`src/design/wccv_pkg.sv`:
```
package wccv_pkg;

  localparam int READ_COUNT   = 64;
  localparam int COUNTER_BITS = 16;
  localparam int READ_IDX_W   = $clog2(READ_COUNT);

  localparam int RD_W      = 6;
  localparam int SYM_W     = 3;
  localparam int WEIGHT_W  = 8;
  localparam int SCORE_W   = 14;
  localparam int SYM_COUNT = 6;
  localparam int OUT_CNT_W = 16;

  localparam int IN_DATA_W  = 24;
  localparam int OUT_DATA_W = 72;

  localparam logic [SYM_W-1:0] SYM_GAP     = 3'd4;
  localparam logic [SYM_W-1:0] SYM_MISSING = 3'd5;

  localparam logic [SCORE_W-1:0]      SCORE_MAX = {SCORE_W{1'b1}};
  localparam logic [COUNTER_BITS-1:0] CNT_MAX   = {COUNTER_BITS{1'b1}};

  localparam logic FUNC_CALL  = 1'b0;
  localparam logic FUNC_QUERY = 1'b1;

  localparam logic KIND_CONS  = 1'b0;
  localparam logic KIND_QUERY = 1'b1;

  typedef enum logic [2:0] {
    ST_IDLE,
    ST_VOTE,
    ST_SWEEP,
    ST_DRAIN,
    ST_EMIT,
    ST_QUERY,
    ST_QRESP
  } state_e;

  typedef struct packed {
    logic call_we;
    logic query_load;
    logic vote_load;
    logic sweep_issue;
    logic column_clear;
    logic out_cons;
    logic out_query;
  } dp_cmd_t;

  typedef struct packed {
    logic sweep_last;
    logic out_free;
  } dp_status_t;

  typedef struct packed {
    logic [COUNTER_BITS-1:0] sub;
    logic [COUNTER_BITS-1:0] ins;
    logic [COUNTER_BITS-1:0] del;
    logic [COUNTER_BITS-1:0] cmp;
  } counters_t;

  function automatic logic [COUNTER_BITS-1:0] bump(input logic [COUNTER_BITS-1:0] v);
    return (v == CNT_MAX) ? v : v + COUNTER_BITS'(1);
  endfunction

  function automatic logic [OUT_CNT_W-1:0] clip_out(input logic [COUNTER_BITS-1:0] v);
    logic [31:0] wide;
    wide = 32'(v);
    return (wide > 32'h0000_FFFF) ? 16'hFFFF : wide[OUT_CNT_W-1:0];
  endfunction

endpackage

```
`src/design/wccv_ctrl.sv`:
```
module wccv_ctrl import wccv_pkg::*; (
  input  logic       clk_i,
  input  logic       rst_ni,
  input  logic       s_axis_tvalid_i,
  input  logic       s_axis_tuser_i,
  input  logic       s_axis_tlast_i,
  output logic       s_axis_tready_o,
  input  dp_status_t status_i,
  output dp_cmd_t    cmd_o
);

  state_e state_q, state_d;

  always_ff @(posedge clk_i or negedge rst_ni) begin
    if (!rst_ni) begin
      state_q <= ST_IDLE;
    end else begin
      state_q <= state_d;
    end
  end

  always_comb begin
    state_d         = state_q;
    cmd_o           = '0;
    s_axis_tready_o = 1'b0;
    case (state_q)
      ST_IDLE: begin
        s_axis_tready_o = 1'b1;
        if (s_axis_tvalid_i) begin
          if (s_axis_tuser_i == FUNC_QUERY) begin
            cmd_o.query_load = 1'b1;
            state_d          = ST_QUERY;
          end else begin
            cmd_o.call_we = 1'b1;
            if (s_axis_tlast_i) begin
              state_d = ST_VOTE;
            end
          end
        end
      end
      ST_VOTE: begin
        cmd_o.vote_load = 1'b1;
        state_d         = ST_SWEEP;
      end
      ST_SWEEP: begin
        cmd_o.sweep_issue = 1'b1;
        if (status_i.sweep_last) begin
          state_d = ST_DRAIN;
        end
      end
      ST_DRAIN: begin
        cmd_o.column_clear = 1'b1;
        state_d            = ST_EMIT;
      end
      ST_EMIT: begin
        if (status_i.out_free) begin
          cmd_o.out_cons = 1'b1;
          state_d        = ST_IDLE;
        end
      end
      ST_QUERY: begin
        state_d = ST_QRESP;
      end
      ST_QRESP: begin
        if (status_i.out_free) begin
          cmd_o.out_query = 1'b1;
          state_d         = ST_IDLE;
        end
      end
      default: begin
        state_d = ST_IDLE;
      end
    endcase
  end

endmodule

```
`config.mk`:
```
export PLATFORM = sky130hd
export DESIGN_NAME = wccv_ctrl
export DESIGN_NICKNAME = d
export VERILOG_FILES = /design/src/design/wccv_pkg.sv /design/src/design/wccv_ctrl.sv
export SDC_FILE = /design/constraint.sdc
export NUM_CORES = 1
export LEC_CHECK = 0
export ABC_AREA = 1
export BUFFER_PORTS_ARGS = -buffer_cell sky130_fd_sc_hd__buf_2
export CAP_MARGIN = 20
export CORE_AREA = 2 2 39 41
export CTS_BUF_LIST = sky130_fd_sc_hd__clkbuf_8
export DETAILED_ROUTE_END_ITERATION = 16
export DIE_AREA = 0 0 41 43
export PLACE_DENSITY_LB_ADDON = 0.3
export SLEW_MARGIN = 20
export SYNTH_ARGS = -nofsm -noshare
export SYNTH_HDL_FRONTEND = slang
export SYNTH_SLANG_ARGS = --single-unit
```
`constraint.sdc`:
```
create_clock -name clk_i -period 1.35 [get_ports clk_i]
set_input_delay 0.27 -clock clk_i [delete_from_list [all_inputs] [get_ports clk_i]]
set_output_delay 0.27 -clock clk_i [all_outputs]
set_load 0.01 [all_outputs]
```
==> results.json <==
{
  "outcome": "finished with violations",
  "violations": "negative setup slack",
  "num_vias": 371,
  "rows": 14,
  "cts_tree": "built",
  "grt_pass1_vias": 325,
  "grt_overflow": 0,
  "power_density_nw_per_um2": 2350,
  "cpPeakStageDelay_ns": 0.46,
  "grtUsageTotal_pct": 11.9,
  "wl_per_cell_um": 9.82,
  "portBuffers": 14,
  "critPathKind": "register to output port",
  "num_antenna_cells": 0,
  "vias_per_cell": 4.36,
  "ant_nets": 0,
  "ys_warn_count": 0,
  "gp_congestion": 0.799,
  "antenna_found_initial": 0,
  "cp.required_ns": 1.08,
  "setup_viol": 3,
  "ios": 15,
  "drt_pass1_iterations": 2,
  "synth_cells": 45,
  "synth_top_area_share_pct": 25.4,
  "hold_viol": 0,
  "grt_max_degree": 8,
  "wl_um": 835,
  "coreArea_um2": 1380,
  "final_layout_size_suffix_gt1_share_pct": 53.6,
  "p_leak_nw": 0.298,
  "cts_buffers": 3,
  "path_cells": "nor4_2 > buf_2",
  "avgSynthCellArea_um2": 6.56,
  "die-area_um2": 1760,
  "slowest_stage": "dfrtp_2",
  "rsz0062_at_grt": "yes",
  "hold_class": "primary input to async pin",
  "clock_latency_ns": 0.21,
  "nets": 77,
  "clk_pin_slew_ns": 0.03,
  "worstSetupEndpointType": "output port",
  "die_w_um": 41,
  "synthTopCellsByArea": "dfrtp_1 25%, nand2_1 14%, nand3_1 14%",
  "drt_iter0_markers": 8,
  "syn_nets": 52,
  "largest_register_ffs": 3,
  "ys_seq_area_share_pct": 25.4,
  "cts_sinks": 3,
  "synthTopCellsByCount": "11 x nand2_1, 8 x nand3_1, 7 x nor2_1, 4 x inv_1, 3 x dfrtp_1",
  "syn_area_um2": 295,
  "finalCoreUtilization_pct": 36.2,
  "grt_pass1_wl_um": 1340,
  "min_period_ns": 1.39,
  "crit_buf_inv": 1,
  "synth_cell_types": 14,
  "final_max_slew_viol_count": 0,
  "rrSetupSlack_ns": 0.20,
  "cp-start-kind": "register",
  "crit_family": "flip-flops",
  "regMostFlops": "state_q",
  "top_regs": "state_q (3)",
  "htreeDepth": 1,
  "tns_ns": -0.0713,
  "async_flop_share_pct": 100,
  "synth-edff-count": 0,
  "dpl.hpwl_um": 610,
  "root_buffer": "clkbuf_8",
  "fin_worst_skew_ns": 0.00104,
  "tightest_slew_ns": 0.190,
  "synth.most_common_cell": "nand2_1",
  "synth_ff_type": "dfrtp_1",
  "syn_to_final_growth_pct": 69.5,
  "ctsLongestPathBuffers": 2,
  "fmax_mhz": 717,
  "path_max_fanout": 6,
  "fin_crit_sh_pct": 103,
  "post-route-worst-setup-slack_ns": -0.0441,
  "drcViolationCount": 0,
  "post-place-ws_ns": 0.121,
  "start_util_pct": 21.3,
  "synth-seq-cells": 3,
  "cap_violations": 0,
  "yosys.area.top_type": "dfrtp_1",
  "ir_drop_mv": 0.691,
  "arrival_ns": 1.12,
  "die_h_um": 43,
  "slew_headroom_pct": 87.2
}
==> logic make-up after synthesis <==
logic type      synth area share (%)
compound gates                  3.39
buf+inv                         14.0
flops                           25.4
simple gates                    57.2
==> metrics by stage <==
step / power (mW) / instance area [um2] / cells / hold slack [ns]
6_report: 1.18 / 500 / 85 / 0.382
5_1_grt: 1.29 / 500 / 85 / 0.393
4_1_cts: 1.17 / 490 / 85 / 0.375
3_5_place_dp: 0.748 / 382 / 75 / 0.0692
3_3_place_gp: 0.752 / 382 / 75 / 0.0693
2_1_floorplan: 0.604 / 295 / 45 / -0.0256
==> layer usage <==
| metal | routed length [um] | global-route usage [%] |
|---|---|---|
| met1 | 354 | 15.2 |
| met2 | 419 | 15.6 |
| met3 | 51 | 3.14 |
| met4 | 10 | 10.0 |
| met5 | 0 | 0 |
==> cell usage in the layout (no fill, tap or decap) <==
cell	count
nor4_2	1
buf_2	13
o21ai_0	2
buf_6	1
nand2_2	1
dfrtp_1	2
nor2_2	2
inv_1	4
nand3_2	2
nand3_1	6
dfrtp_2	1
nor2_4	1
buf_4	7
nor2_1	7
nand2_4	1
dlygate4sd3_1	1
nand3b_4	1
clkbuf_8	3
nand2_1	10
inv_2	3
==> where the power goes <==
| group | internal [mW] | switching, mW | total, mW |
|---|---|---|---|
| clock | 0.193 | 0.0576 | 0.251 |
| sequential | 0.135 | 0.0521 | 0.187 |
| combinational | 0.339 | 0.399 | 0.738 |
==> what timing repair did <==
item / CTS / global route
endpoints found under the hold margin: 3 / 0
setup buffers: 5 / 0
hold buffers: 1 / 0
gates resized for setup: 5 / 2
endpoints found under the setup margin: 5 / 8
pin swaps: 1 / 3
cloned: 0 / 0
==> worst reg2reg max path: cells and delay by family (launching register included) <==
kind	cells	cell delay (ns)
DFF	1	0.37
and+or+nand+nor	6	0.49
buffers and inverters	1	0.17
==> path summary, 6_finish.rpt <==
kind | to | startpoint | depth (start not counted)
hold / removal | state_q[2]$_DFFE_PN0P_ | rst_ni | 2
min in group clk_i | state_q[2]$_DFFE_PN0P_ | status_i[0] | 3
max in group asynchronous | state_q[1]$_DFFE_PN0P_ | rst_ni | 2
setup / recovery | cmd_o[6] | state_q[1]$_DFFE_PN0P_ | 2
setup reg to reg | state_q[2]$_DFFE_PN0P_ | state_q[2]$_DFFE_PN0P_ | 7
hold reg to reg | state_q[0]$_DFFE_PN0P_ | state_q[0]$_DFFE_PN0P_ | 4
==> layout make-up <==
type | instances | area (um2)
Sequential cell | 3 | 76.3
Clock inverter | 1 | 3.75
Inverter | 6 | 22.5
Tap cell | 16 | 20.0
Fill cell | 160 | 883
Multi-Input combinational cell | 34 | 198
Timing Repair Buffer | 22 | 139
Clock buffer | 3 | 41.3
No activity file was read; power rests on OpenSTA's default activity.
